<file path="src/bfip_pkg.sv">
// Shared types, constants and helper functions for the beacon frame info parser.
package bfip_pkg;

  localparam int NAME_BYTES = 32;
  localparam int NAME_IDX_W = $clog2(NAME_BYTES);
  localparam int NAME_LEN_W = NAME_IDX_W + 1;
  localparam int POS_W      = 12;

  localparam logic [POS_W-1:0] POS_MAX    = 12'd4095;
  localparam logic [POS_W-1:0] MAX_FRAME  = 12'd2048;
  localparam logic [POS_W-1:0] MIN_FRAME  = 12'd36;
  localparam logic [POS_W-1:0] LAST_MIN   = 12'd35;   // last byte position of a minimum frame
  localparam logic [POS_W-1:0] ADDR_FIRST = 12'd16;
  localparam logic [POS_W-1:0] ADDR_LAST  = 12'd21;
  localparam logic [POS_W-1:0] PRIV_POS   = 12'd34;

  localparam logic [7:0] PRIV_MASK  = 8'h10;
  localparam logic [3:0] SUB_BEACON = 4'd8;
  localparam logic [3:0] SUB_PROBE  = 4'd5;

  localparam logic [7:0] TAG_SSID   = 8'd0;
  localparam logic [7:0] TAG_RSN    = 8'd48;
  localparam logic [7:0] TAG_VENDOR = 8'd221;
  localparam logic [7:0] VENDOR_MIN = 8'd4;

  typedef enum logic [2:0] {
    AUTH_OPEN = 3'd0,
    AUTH_WEP  = 3'd1,
    AUTH_WPA  = 3'd2,
    AUTH_WPA2 = 3'd3,
    AUTH_BOTH = 3'd4
  } auth_t;

  typedef logic [NAME_BYTES-1:0][7:0] name_t;

  // Frame summary handed from the parser to the result emitter.
  typedef struct packed {
    name_t              name;
    logic [47:0]        addr;
    logic signed [7:0]  signal;
    logic [3:0]         channel;
    auth_t              auth;
  } snap_t;

  // WPA vendor prefix 00 50 F2 01
  function automatic logic [7:0] wpa_oui(input logic [1:0] idx);
    logic [7:0] v;
    case (idx)
      2'd0:    v = 8'h00;
      2'd1:    v = 8'h50;
      2'd2:    v = 8'hF2;
      2'd3:    v = 8'h01;
      default: v = 8'h00;
    endcase
    return v;
  endfunction

  // Position of the first zero byte, NAME_BYTES if none. Two-level priority search.
  function automatic logic [NAME_LEN_W-1:0] name_len(input name_t nm);
    logic [3:0] has;
    logic [2:0] idx [4];
    logic [NAME_LEN_W-1:0] r;
    for (int g = 0; g < 4; g++) begin
      has[g] = 1'b0;
      idx[g] = 3'd0;
      for (int j = 7; j >= 0; j--) begin
        if (nm[g*8+j] == 8'd0) begin
          has[g] = 1'b1;
          idx[g] = 3'(j);
        end
      end
    end
    r = NAME_LEN_W'(NAME_BYTES);
    for (int g = 3; g >= 0; g--) begin
      if (has[g]) begin
        r = {1'b0, 2'(g), idx[g]};
      end
    end
    return r;
  endfunction

endpackage

</file>
<file path="src/bfip_in_if.sv">
// Input channel: one frame byte per word with frame side info.
interface bfip_in_if;
  logic              valid;
  logic              ready;
  logic [7:0]        data_byte;
  logic              frame_end;
  logic              mgmt_frame;
  logic signed [7:0] signal_dbm;
  logic [3:0]        radio_channel;

  modport source (output valid, data_byte, frame_end, mgmt_frame, signal_dbm, radio_channel,
                  input ready);
  modport sink   (input valid, data_byte, frame_end, mgmt_frame, signal_dbm, radio_channel,
                  output ready);
endinterface

</file>
<file path="src/bfip_out_if.sv">
// Result channel: one SSID byte per word with the frame summary.
interface bfip_out_if;
  logic              valid;
  logic              ready;
  logic [47:0]       station_addr;
  logic signed [7:0] out_signal;
  logic [3:0]        out_channel;
  logic [2:0]        auth_class;
  logic [5:0]        name_length;
  logic [4:0]        name_index;
  logic [7:0]        name_byte;
  logic              run_last;

  modport source (output valid, station_addr, out_signal, out_channel, auth_class,
                  name_length, name_index, name_byte, run_last, input ready);
  modport sink   (input valid, station_addr, out_signal, out_channel, auth_class,
                  name_length, name_index, name_byte, run_last, output ready);
endinterface

</file>
<file path="src/bfip_parser.sv">
// Byte parser: input register, header capture and tagged element walk.
module bfip_parser (
  input  logic           clk,
  input  logic           rst_n,
  bfip_in_if.sink        in_ch,
  input  logic           emit_busy,
  output logic           snap_load,
  output bfip_pkg::snap_t snap
);
  import bfip_pkg::*;

  typedef enum logic [1:0] {PH_ID, PH_LEN, PH_BODY} phase_t;

  typedef struct packed {
    logic priv;
    logic rsn;
    logic wpa;
    logic rej;
    logic overlong;
  } flags_t;

  // input register
  logic              in_v_r;
  logic [7:0]        byte_r;
  logic              last_r;
  logic              mgmt_r;
  logic signed [7:0] sig_in_r;
  logic [3:0]        ch_in_r;

  // frame state
  logic [POS_W-1:0]  pos_r, pos_nxt;
  phase_t            phase_r, phase_nxt;
  logic [7:0]        id_r, id_nxt;
  logic [7:0]        len_r, len_nxt;
  logic [7:0]        cnt_r, cnt_nxt;
  logic              vm_r, vm_nxt;
  name_t             staged_r, staged_nxt;
  name_t             name_r, name_nxt;
  logic [47:0]       addr_r, addr_nxt;
  flags_t            flags_r, flags_nxt;
  logic signed [7:0] sig_r, sig_nxt;
  logic [3:0]        ch_r, ch_nxt;

  logic adv, emit_ok, do_apply, walk_en;
  auth_t auth;

  always_comb begin
    pos_nxt    = pos_r;
    phase_nxt  = phase_r;
    id_nxt     = id_r;
    len_nxt    = len_r;
    cnt_nxt    = cnt_r;
    vm_nxt     = vm_r;
    staged_nxt = staged_r;
    name_nxt   = name_r;
    addr_nxt   = addr_r;
    flags_nxt  = flags_r;
    sig_nxt    = sig_r;
    ch_nxt     = ch_r;
    do_apply   = 1'b0;

    if (pos_r == '0) begin
      if (!mgmt_r || (byte_r[7:4] != SUB_BEACON && byte_r[7:4] != SUB_PROBE)) begin
        flags_nxt.rej = 1'b1;
      end
      sig_nxt = sig_in_r;
      ch_nxt  = ch_in_r;
    end
    if (pos_r >= MAX_FRAME) begin
      flags_nxt.overlong = 1'b1;
    end

    walk_en = !flags_nxt.overlong && (pos_r >= MIN_FRAME);
    if (!flags_nxt.overlong) begin
      if (pos_r >= ADDR_FIRST && pos_r <= ADDR_LAST) begin
        addr_nxt = {addr_r[39:0], byte_r};
      end
      if (pos_r == PRIV_POS && (byte_r & PRIV_MASK) != 8'd0) begin
        flags_nxt.priv = 1'b1;
      end
    end

    if (walk_en) begin
      case (phase_r)
        PH_ID: begin
          id_nxt    = byte_r;
          phase_nxt = PH_LEN;
        end
        PH_LEN: begin
          len_nxt = byte_r;
          cnt_nxt = 8'd0;
          vm_nxt  = 1'b1;
          if (byte_r == 8'd0) begin
            do_apply  = 1'b1;
            phase_nxt = PH_ID;
          end else begin
            phase_nxt = PH_BODY;
          end
        end
        PH_BODY: begin
          if (cnt_r < 8'(NAME_BYTES)) begin
            staged_nxt[cnt_r[NAME_IDX_W-1:0]] = byte_r;
          end
          if (cnt_r < 8'd4 && byte_r != wpa_oui(cnt_r[1:0])) begin
            vm_nxt = 1'b0;
          end
          cnt_nxt = cnt_r + 8'd1;
          if (cnt_nxt == len_r) begin
            do_apply  = 1'b1;
            phase_nxt = PH_ID;
          end
        end
        default: phase_nxt = PH_ID;
      endcase
    end

    // element takes effect once its body is complete
    if (do_apply) begin
      if (id_nxt == TAG_SSID && len_nxt <= 8'(NAME_BYTES)) begin
        for (int i = 0; i < NAME_BYTES; i++) begin
          if (8'(i) < len_nxt) begin
            name_nxt[i] = staged_nxt[i];
          end
        end
      end else if (id_nxt == TAG_RSN) begin
        flags_nxt.rsn = 1'b1;
      end else if (id_nxt == TAG_VENDOR && len_nxt >= VENDOR_MIN && vm_nxt) begin
        flags_nxt.wpa = 1'b1;
      end
    end

    if (flags_nxt.rsn && flags_nxt.wpa) begin
      auth = AUTH_BOTH;
    end else if (flags_nxt.rsn) begin
      auth = AUTH_WPA2;
    end else if (flags_nxt.wpa) begin
      auth = AUTH_WPA;
    end else if (flags_nxt.priv) begin
      auth = AUTH_WEP;
    end else begin
      auth = AUTH_OPEN;
    end

    emit_ok = !flags_nxt.rej && !flags_nxt.overlong && (pos_r >= LAST_MIN);
    adv     = in_v_r && !(last_r && emit_ok && emit_busy);

    snap.name    = name_nxt;
    snap.addr    = addr_nxt;
    snap.signal  = sig_nxt;
    snap.channel = ch_nxt;
    snap.auth    = auth;

    if (last_r) begin
      pos_nxt   = '0;
      phase_nxt = PH_ID;
      id_nxt    = 8'd0;
      len_nxt   = 8'd0;
      cnt_nxt   = 8'd0;
      vm_nxt    = 1'b0;
      name_nxt  = '0;
      addr_nxt  = '0;
      flags_nxt = '0;
    end else begin
      pos_nxt = (pos_r != POS_MAX) ? pos_r + 12'd1 : pos_r;
    end
  end

  assign snap_load   = adv && last_r && emit_ok;
  assign in_ch.ready = !in_v_r || adv;

  always_ff @(posedge clk) begin
    if (!rst_n) begin
      in_v_r  <= 1'b0;
      pos_r   <= '0;
      phase_r <= PH_ID;
      id_r    <= 8'd0;
      len_r   <= 8'd0;
      cnt_r   <= 8'd0;
      vm_r    <= 1'b0;
      name_r  <= '0;
      addr_r  <= '0;
      flags_r <= '0;
      sig_r   <= '0;
      ch_r    <= '0;
    end else begin
      if (in_ch.valid && in_ch.ready) begin
        in_v_r <= 1'b1;
      end else if (adv) begin
        in_v_r <= 1'b0;
      end
      if (adv) begin
        pos_r   <= pos_nxt;
        phase_r <= phase_nxt;
        id_r    <= id_nxt;
        len_r   <= len_nxt;
        cnt_r   <= cnt_nxt;
        vm_r    <= vm_nxt;
        name_r  <= name_nxt;
        addr_r  <= addr_nxt;
        flags_r <= flags_nxt;
        sig_r   <= sig_nxt;
        ch_r    <= ch_nxt;
      end
    end
  end

  // payload registers, no reset
  always_ff @(posedge clk) begin
    if (in_ch.valid && in_ch.ready) begin
      byte_r   <= in_ch.data_byte;
      last_r   <= in_ch.frame_end;
      mgmt_r   <= in_ch.mgmt_frame;
      sig_in_r <= in_ch.signal_dbm;
      ch_in_r  <= in_ch.radio_channel;
    end
    if (adv) begin
      staged_r <= staged_nxt;
    end
  end

endmodule

</file>
<file path="src/bfip_emitter.sv">
// Result emitter: holds a frame summary and sends one word per SSID byte.
module bfip_emitter (
  input  logic            clk,
  input  logic            rst_n,
  input  logic            snap_load,
  input  bfip_pkg::snap_t snap,
  output logic            emit_busy,
  bfip_out_if.source      out_ch
);
  import bfip_pkg::*;

  typedef enum logic [1:0] {ST_IDLE, ST_SCAN, ST_EMIT} state_t;

  state_t                state_r;
  snap_t                 snap_r;
  logic [NAME_LEN_W-1:0] len_r;
  logic [NAME_IDX_W-1:0] k_r;
  logic                  out_v_r;
  logic [47:0]           addr_o_r;
  logic signed [7:0]     sig_o_r;
  logic [3:0]            ch_o_r;
  logic [2:0]            auth_o_r;
  logic [NAME_LEN_W-1:0] len_o_r;
  logic [NAME_IDX_W-1:0] idx_o_r;
  logic [7:0]            byte_o_r;
  logic                  last_o_r;

  logic out_load, last_item, emit_now;

  assign emit_busy = (state_r != ST_IDLE);
  assign out_load  = !out_v_r || out_ch.ready;
  assign emit_now  = (state_r == ST_EMIT) && out_load;
  assign last_item = (len_r == '0) || (len_r == {1'b0, k_r} + NAME_LEN_W'(1));

  always_ff @(posedge clk) begin
    if (!rst_n) begin
      state_r <= ST_IDLE;
      out_v_r <= 1'b0;
    end else begin
      if (emit_now) begin
        out_v_r <= 1'b1;
      end else if (out_ch.ready) begin
        out_v_r <= 1'b0;
      end
      case (state_r)
        ST_IDLE: begin
          if (snap_load) begin
            snap_r  <= snap;
            state_r <= ST_SCAN;
          end
        end
        ST_SCAN: begin
          len_r   <= name_len(snap_r.name);
          k_r     <= '0;
          state_r <= ST_EMIT;
        end
        ST_EMIT: begin
          if (out_load) begin
            addr_o_r <= snap_r.addr;
            sig_o_r  <= snap_r.signal;
            ch_o_r   <= snap_r.channel;
            auth_o_r <= snap_r.auth;
            len_o_r  <= len_r;
            idx_o_r  <= k_r;
            byte_o_r <= (len_r == '0) ? 8'd0 : snap_r.name[k_r];
            last_o_r <= last_item;
            k_r      <= k_r + NAME_IDX_W'(1);
            if (last_item) begin
              state_r <= ST_IDLE;
            end
          end
        end
        default: state_r <= ST_IDLE;
      endcase
    end
  end

  assign out_ch.valid        = out_v_r;
  assign out_ch.station_addr = addr_o_r;
  assign out_ch.out_signal   = sig_o_r;
  assign out_ch.out_channel  = ch_o_r;
  assign out_ch.auth_class   = auth_o_r;
  assign out_ch.name_length  = len_o_r;
  assign out_ch.name_index   = idx_o_r;
  assign out_ch.name_byte    = byte_o_r;
  assign out_ch.run_last     = last_o_r;

endmodule

</file>
<file path="src/beacon_frame_info_parser_core.sv">
// Top level of the beacon frame info parser: byte parser feeding a result emitter.
// Throughput: one frame byte accepted per cycle; a frame end that yields results waits
//   only while the previous frame's results are still queued in the emitter.
// Result path: input register, emitter summary register, scan state, output register;
//   N results, one per cycle as out ready allows (N = SSID length, or 1 when hidden).
// Reset: synchronous active-low rst_n clears frame state, name buffer and both valids.
module beacon_frame_info_parser_core (
  input  logic       clk,
  input  logic       rst_n,
  bfip_in_if.sink    in_ch,
  bfip_out_if.source out_ch
);
  import bfip_pkg::*;

  // parser -> emitter handoff
  logic  snap_load;
  logic  emit_busy;
  snap_t snap;

  // Parser: registers each incoming byte, tracks position, captures BSSID and
  // privacy, and walks tagged elements. On the frame end byte it presents the
  // finished frame summary and clears its per-frame state.
  bfip_parser u_parser (
    .clk       (clk),
    .rst_n     (rst_n),
    .in_ch     (in_ch),
    .emit_busy (emit_busy),
    .snap_load (snap_load),
    .snap      (snap)
  );

  // Emitter: holds the summary, finds the SSID length in its scan state and
  // streams one result word per SSID byte through its output register.
  bfip_emitter u_emitter (
    .clk       (clk),
    .rst_n     (rst_n),
    .snap_load (snap_load),
    .snap      (snap),
    .emit_busy (emit_busy),
    .out_ch    (out_ch)
  );

`ifndef SYNTHESIS
  // a new summary never overwrites one still being sent
  assert property (@(posedge clk) disable iff (!rst_n) snap_load |-> !emit_busy)
    else $error("frame summary loaded while emitter busy");

  // hidden name gives exactly one blank, final word
  assert property (@(posedge clk) disable iff (!rst_n)
    (out_ch.valid && out_ch.name_length == 6'd0) |->
      (out_ch.name_index == 5'd0 && out_ch.name_byte == 8'd0 && out_ch.run_last))
    else $error("hidden name result malformed");

  // index stays inside the name, and the last word sits at its end
  assert property (@(posedge clk) disable iff (!rst_n)
    (out_ch.valid && out_ch.name_length != 6'd0) |->
      ({1'b0, out_ch.name_index} < out_ch.name_length &&
       out_ch.run_last == ({1'b0, out_ch.name_index} + 6'd1 == out_ch.name_length)))
    else $error("name index out of range or run_last misplaced");
`endif

endmodule
</file>
<file path="src/flat_wrapper.sv">
// flat-port wrapper written by rule: the top's interface ports become plain ports
module beacon_frame_info_parser_core_flat import bfip_pkg::*;
  (clk, rst_n, in_ch_valid, in_ch_data_byte, in_ch_frame_end, in_ch_mgmt_frame, in_ch_signal_dbm, in_ch_radio_channel, in_ch_ready, out_ch_valid, out_ch_station_addr, out_ch_out_signal, out_ch_out_channel, out_ch_auth_class, out_ch_name_length, out_ch_name_index, out_ch_name_byte, out_ch_run_last, out_ch_ready);
  bfip_in_if in_ch_i ();
  bfip_out_if out_ch_i ();
  input  logic clk;
  input  logic rst_n;
  input wire logic [$bits(in_ch_i.valid)-1:0] in_ch_valid;
  input wire logic [$bits(in_ch_i.data_byte)-1:0] in_ch_data_byte;
  input wire logic [$bits(in_ch_i.frame_end)-1:0] in_ch_frame_end;
  input wire logic [$bits(in_ch_i.mgmt_frame)-1:0] in_ch_mgmt_frame;
  input wire logic [$bits(in_ch_i.signal_dbm)-1:0] in_ch_signal_dbm;
  input wire logic [$bits(in_ch_i.radio_channel)-1:0] in_ch_radio_channel;
  output wire logic [$bits(in_ch_i.ready)-1:0] in_ch_ready;
  output wire logic [$bits(out_ch_i.valid)-1:0] out_ch_valid;
  output wire logic [$bits(out_ch_i.station_addr)-1:0] out_ch_station_addr;
  output wire logic [$bits(out_ch_i.out_signal)-1:0] out_ch_out_signal;
  output wire logic [$bits(out_ch_i.out_channel)-1:0] out_ch_out_channel;
  output wire logic [$bits(out_ch_i.auth_class)-1:0] out_ch_auth_class;
  output wire logic [$bits(out_ch_i.name_length)-1:0] out_ch_name_length;
  output wire logic [$bits(out_ch_i.name_index)-1:0] out_ch_name_index;
  output wire logic [$bits(out_ch_i.name_byte)-1:0] out_ch_name_byte;
  output wire logic [$bits(out_ch_i.run_last)-1:0] out_ch_run_last;
  input wire logic [$bits(out_ch_i.ready)-1:0] out_ch_ready;
  assign in_ch_i.valid = in_ch_valid;
  assign in_ch_i.data_byte = in_ch_data_byte;
  assign in_ch_i.frame_end = in_ch_frame_end;
  assign in_ch_i.mgmt_frame = in_ch_mgmt_frame;
  assign in_ch_i.signal_dbm = in_ch_signal_dbm;
  assign in_ch_i.radio_channel = in_ch_radio_channel;
  assign in_ch_ready = in_ch_i.ready;
  assign out_ch_valid = out_ch_i.valid;
  assign out_ch_station_addr = out_ch_i.station_addr;
  assign out_ch_out_signal = out_ch_i.out_signal;
  assign out_ch_out_channel = out_ch_i.out_channel;
  assign out_ch_auth_class = out_ch_i.auth_class;
  assign out_ch_name_length = out_ch_i.name_length;
  assign out_ch_name_index = out_ch_i.name_index;
  assign out_ch_name_byte = out_ch_i.name_byte;
  assign out_ch_run_last = out_ch_i.run_last;
  assign out_ch_i.ready = out_ch_ready;
  beacon_frame_info_parser_core u_core (.clk(clk), .rst_n(rst_n), .in_ch(in_ch_i), .out_ch(out_ch_i));
endmodule
</file>
<file path="config.mk">
export PLATFORM = sky130hd
export DESIGN_NAME = beacon_frame_info_parser_core_flat
export DESIGN_NICKNAME = d
export VERILOG_FILES = /design/src/bfip_pkg.sv /design/src/bfip_in_if.sv /design/src/bfip_out_if.sv /design/src/bfip_parser.sv /design/src/bfip_emitter.sv /design/src/beacon_frame_info_parser_core.sv /design/src/flat_wrapper.sv
export SDC_FILE = /design/constraint.sdc
export NUM_CORES = 2
export LEC_CHECK = 0
export ABC_AREA = 1
export BUFFER_PORTS_ARGS = -buffer_cell sky130_fd_sc_hd__buf_2
export CAP_MARGIN = 15
export CORE_MARGIN = 4
export CORE_UTILIZATION = 48
export DETAILED_ROUTE_END_ITERATION = 8
export PLACE_DENSITY = 0.71
export SLEW_MARGIN = 30
export SYNTH_ARGS = -nofsm -noshare
export SYNTH_HDL_FRONTEND = slang
export SYNTH_SLANG_ARGS = --single-unit
</file>
<file path="constraint.sdc">
create_clock -name clk -period 55.2 [get_ports clk]
set_clock_uncertainty 0.05 [all_clocks]
set_input_delay 2.76 -clock clk [delete_from_list [all_inputs] [get_ports clk]]
set_output_delay 2.76 -clock clk [all_outputs]
set_load 0.05 [all_outputs]
</file>
# After elaboration in Yosys (flattened, before gate mapping)

Cells that the tools add are included.

Bits of input ports: 26
Output and inout bits: 85
Register bits: 1055

$lt $le $gt $ge: 44
Equal/unequal tests: 20
Muxes and demuxes: 175
Reduce and logical (&&, ||, !) cells: 85
$add $sub $neg: 4

Operators by type and width:

| cell                  | number |
|---|---|
| $mux 256              | 6 |
| $mux 8                | 45 |
| $logic_not 8->1       | 34 |
| $bwmux 256            | 1 |
| $mux 48               | 3 |
| $lt 5x8->1 const A    | 16 |
| $mux 3                | 33 |
| $lt 4x8->1 const A    | 8 |
| $mux 1                | 59 |
| $bmux 8 s5            | 1 |
| $demux 8 s5           | 1 |
| $lt 3x8->1 const A    | 4 |
| $pmux 8 s4            | 1 |
| $ge 12x6->1 const B   | 2 |
| $mux 12               | 2 |
| $mux 2                | 11 |
| $logic_and 1x1->1     | 19 |
| $reduce_and 3->1      | 6 |
| $lt 1x8->1 const A    | 2 |
| $lt 2x8->1 const A    | 2 |
| $pmux 8 s2            | 1 |
| $mux 5                | 3 |
| $add 12x1->12 const B | 1 |
| $eq 12x6->1 const B   | 1 |
| 40 further kinds      | 66 |

# Logic depth before layout (Yosys ltp)

Depth after elaboration: 17
Mapped depth: 20

# Hierarchy

A second synthesis with hierarchy kept.

Cells, all modules: 5777
Area total of the unflattened synthesis: 49653.9 µm²

Modules (own cells, without submodules):

| module       | instances | cells an instance | seq. area each (µm²) | area each (µm²) |
|---|---|---|---|---|
| bfip_parser  | 1         | 4497              | 15574.9              | 33068.0 |
| bfip_emitter | 1         | 1280              | 12462.0              | 16585.9 |

# Least setup slack after synthesis

Ideal clock, no wire load.

Kind: register to register
From: register u_core.u_parser.pos_r[0]
To: register u_core.u_emitter.snap_r[0] (netlist bit) (enable)
Slack: 27.326 ns
Library setup time: 1.390 ns
Required time: 53.760 ns
Stages on the path, launching flop included: 15
Period minus slack after synthesis: 27.874 ns
Arrival: 26.434 ns
Cell sequence: dfxtp_1 -> inv_1 -> ha_1 -> inv_1 -> nor2_1 -> nand4_1 -> o21ai_0 -> inv_1 -> nand3_1 -> inv_1 -> nand3b_1 -> nand2_1 -> inv_2 -> nand2_1 -> nor3_1

Word-level cells in the longest chain between the ends: 12
Elaborated cells on any way between the ends: 16
Those cells by class: 2 x order compare; 2 x mux; 12 x reduce/logical

Ends and longest elaborated chain:

| item                                                    | RTL line                             | source |
|---|---|---|
| from (decl)                                             | bfip_parser.sv:31                    | `logic [POS_W-1:0] pos_r, pos_nxt;` |
| from (signal assigned)                                  | bfip_parser.sv:192                   | `pos_r <= pos_nxt;` |
| $ge 12x12->1 / $logic_not 12->1 (equally long branches) | bfip_parser.sv:69, bfip_parser.sv:62 |  |
| $mux 1, on equally long branches                        | bfip_parser.sv:69, bfip_parser.sv:62 |  |
| $logic_not 1->1                                         | bfip_parser.sv:144                   | `emit_ok = !flags_nxt.rej && !flags_nxt.overlong && (pos_r >= LAST_MIN);` |
| $logic_and 1x1->1                                       | bfip_parser.sv:144                   |  |
| $logic_and 1x1->1 *                                     | bfip_parser.sv:144                   |  |
| $logic_and 1x1->1 * (2 in series)                       | bfip_parser.sv:145                   | `adv = in_v_r && !(last_r && emit_ok && emit_busy);` |
| $logic_not 1->1 *                                       | bfip_parser.sv:145                   |  |
| $logic_and 1x1->1 *                                     | bfip_parser.sv:145                   |  |
| named net u_core.u_parser.adv                           | bfip_parser.sv:44                    | `logic adv, emit_ok, do_apply, walk_en;` |
| $logic_and 1x1->1 * (2 in series)                       | bfip_parser.sv:168                   | `assign snap_load = adv && last_r && emit_ok;` |
| $reduce_and 3->1 (no source line) *                     | n/a                                  |  |
| to (signal assigned)                                    | bfip_emitter.sv:48                   | `snap_r <= snap;` |
| to (decl)                                               | bfip_emitter.sv:15                   | `snap_t snap_r;` |

The timed path passes the listed nets; every way through them passes the cells marked *.
A chain may end at the register's enable or synchronous reset.

# Worst setup path in the final report

From: register u_core.u_parser.pos_r[0]
To: register u_core.u_emitter.snap_r[293] (netlist bit) (enable)

Same word-level chain as after synthesis.

==> run_results.csv <==
group,metric,value,unit
synth,yosysWarningCount,0,
clocking,clk_pin_slew,0.06,ns
grt,antenna_found_initial,1,
timing,finalHoldViolations,0,
power,p_leak,21.6,nW
cells_and_area,nets,5648,
clocking,cts_max_level,3,
floorplanning,start_util,48.5,%
synth,synth-simple-area-share,21.7,%
clocking,post_cts_buffers,0,
cells_and_area,final_cells,7073,
timing,relSlewSlack,27.7,%
clocking,cts_made_buffers,109,
critical_path,crit_type,"flop to flop",
critical_path,startpoint_type,"flop",
synth,syn_avg_cell_area,8.81,um2
synth,ys.flop_type,"edfxtp_1",
synth,ys_seq_area_share,56.7,%
power,peakVddDrop,0.0000227,V
run_status,status,"finished clean",
detailed_routing,vias,38800,
cells_and_area,drive_gt1_share,8.38,%
detailed_routing,drtIter0Drc,4419,
clocking,clock_path_buffers,3,
grt,grt_overflow,0,
critical_path,crit_path_cell_trace,"inv_1 -> ha_1 -> inv_1 -> nor2_1 -> nand4_1 -> buf_4 -> o21ai_0 -> inv_1 -> nand3_1 -> inv_1 -> nand3b_1 -> nand2_4 -> inv_8 -> nand2_1 -> nor3_4 -> buf_4 -> buf_4",
cells_and_area,areaGrowthSynthToFinish,10.7,%
synth,synth_nets,5652,
clocking,cts_tree,"yes",
floorplanning,core.rowCount,117,
clocking,cts_sinks,1055,
power,power.total,0.00164,W
floorplanning,io-pin-count,111,
place,io_buffers,110,
timing,tightestPinTransition,1.08,ns
worst_hold_path,hold_path_class,"flop to flop",
synth,synth-adder-area-share,0.354,%
synth,synth_cell_types,47,
detailed_routing,routed_wl,133000,um
grt,grt_pass1_vias,35700,
critical_path,critical-path-slowest-cell,"buf_4",
detailed_routing,ant_nets,0,
cells_and_area,final_common_cell,"nand2_1",
critical_path,critPathArrivalTime,7.00,ns
timing,worst_hold_slack,0.366,ns
timing,final.min_clock_period,6.73,ns
grt,grt_use_total,24.1,%
synth,synth_compound_area_share,11.8,%
clocking,clkLatencyLatePin,0.70,ns
timing,slew_viol_final,0,
synth,async_reset_ff_share,0,%
critical_path,slowest_delay,0.80,ns
place,place_inst,6862,
critical_path,crit_fanout,104,
timing,tns,0,ns
job,timing.max_cap.violations,0,
synth,ys_ff_latch,1055,
floorplanning,die_y,329,um
grt,grt_max_degree,179,
synth,synth_edf_count,691,
clocking,ctsResizeCount,0,
critical_path,path_buf_inv,8,
timing,fin_ws,48.47,ns
synth,netlist_area,49400,um2
timing,rsz0062_at_grt,"no",
clocking,cts_root_buf,"clkbuf_16",
power,power_density,30.0,nW/um2
place,detailed_place_hpwl,83300,um
clocking,hold_buffers,0,
critical_path,endpoint_kind,"flop",
synth,postSynthCellCount,5612,
floorplanning,die_x,329,um
synth,synthMuxAreaShare,0.934,%
place,dp_slack,48.31,ns
cells_and_area,final_cell_mix,"nand2_1, inv_1, edfxtp_1",
floorplanning,dieArea,108000,um2
timing,fmax,149,MHz
grt,grt_pass1_wl,204000,um
floorplanning,core,102000,um2
synth,synth_top_family_by_area,"simple AND/OR/NAND/NOR gates",
detailed_routing,avgViaCountPerCell,5.49,
detailed_routing,drc,0,
detailed_routing,wire_per_inst,18.8,um
critical_path,required,55.47,ns
detailed_routing,first_pass_iters,6,
synth,synth_xor_area_share,0.266,%
timing,fin_crit_sh,12.2,%
place,gp_congestion,0.902,
critical_path,cpMostUsedCell,"inv_1",
timing,setup_viol,0,
critical_path,crit_family,"buffers and inverters",
## cells by family (layout without fill, tap and decap cells)
| group | count (synthesis) | after routing |
|---|---|---|
| and+or+nand+nor | 2390 | 2390 |
| muxes | 41 | 41 |
| buffers and inverters | 1046 | 1138 |
| adders and majority gates | 14 | 14 |
| DFF | 1055 | 1055 |
| other | 0 | 1 |
| AOI/OAI and AO/OA | 1051 | 1051 |
| xor gates and xnor gates | 15 | 15 |
## state kept, by name, indices dropped and copies added, names as in the netlist, 3 cells and up
name,flops
u_core.u_emitter.snap_r,319
u_core.u_parser.name_r,256
u_core.u_parser.staged_r,256
u_core.u_emitter.out_ch.station_addr,48
u_core.u_parser.addr_r,48
u_core.u_parser.pos_r,12
u_core.u_emitter.out_ch.name_byte,8
u_core.u_emitter.out_ch.out_signal,8
u_core.u_parser.byte_r,8
u_core.u_parser.cnt_r,8
u_core.u_parser.id_r,8
u_core.u_parser.len_r,8
u_core.u_parser.sig_in_r,8
u_core.u_parser.sig_r,8
u_core.u_emitter.len_r,6
u_core.u_emitter.out_ch.name_length,6
u_core.u_emitter.k_r,5
u_core.u_emitter.out_ch.name_index,5
u_core.u_parser.flags_r,5
u_core.u_emitter.out_ch.out_channel,4
u_core.u_parser.ch_in_r,4
u_core.u_parser.ch_r,4
u_core.u_emitter.out_ch.auth_class,3
## path summary, 6_finish.rpt
path         cells past startpoint  slack, ns                   startpoint                                  endpoint
max                             17      48.47     u_core.u_parser.pos_r[0]              u_core.u_emitter.snap_r[293]
min                              0       0.37  u_core.u_emitter.snap_r[35]  u_core.u_emitter.out_ch.station_addr[20]
min reg2reg                      0       0.37  u_core.u_emitter.snap_r[35]  u_core.u_emitter.out_ch.station_addr[20]
max reg2reg                     17      48.47     u_core.u_parser.pos_r[0]              u_core.u_emitter.snap_r[293]
## area by class of cell
class                      instances  area, um2
inverter                         766       2890
timing repair buffer             165       1050
clock inverter                    78        739
sequential                      1055      28000
tap                             1368       1710
antenna                            1       2.50
multi-input combinational       3511      17400
fill                            9126      47300
clock buffer                     129       2890
## cells in the mapped netlist (all sizes together) (5+ instances only)
master	n	area share [%]
nand2	1239	9.5
inv	764	5.8
edfxtp	691	42
nand3	455	4.8
o21ai	443	4.5
a21oi	386	3.9
dfxtp	364	15
nor2	327	2.7
and2	256	3.2
clkbuf	228	1.7
o21bai	128	1.9
nor4	55	0.70
buf	52	0.67
o221ai	45	0.80
mux2	41	0.93
nor3	26	0.27
nand4	23	0.29
o22ai	20	0.25
ha	14	0.35
a31oi	13	0.16
xor2	9	0.16
o311ai	6	0.11
xnor2	6	0.11
nor3b	5	0.11
## layer usage
layer / track usage, % / vias to the layer above / part of all wire [%]
met2: 37.8 / 1608 / 45
met1: 33.6 / 18300 / 42
met4: 8.53 / 0 / 3.8
li1: - / 18600 / -
met3: 4.37 / 261 / 9.1
met5: 0 / - / 0
## power by group
part	switching (W)	total, W	internal, W
sequential	0.00000307	0.000848	0.000845
combinational	0.0000385	0.0000481	0.00000961
clock	0.000319	0.000746	0.000427
total	0.000360	0.00164	0.00128
## per-stage QoR
step	util, %	instance area, um2
after floorplan	-	49400
after global placement	50.0	51000
after detailed placement	50.0	51000
after CTS	53.6	54700
after global routing	53.7	54700
final	53.7	54700
Power figures use the tool's default switching activity.
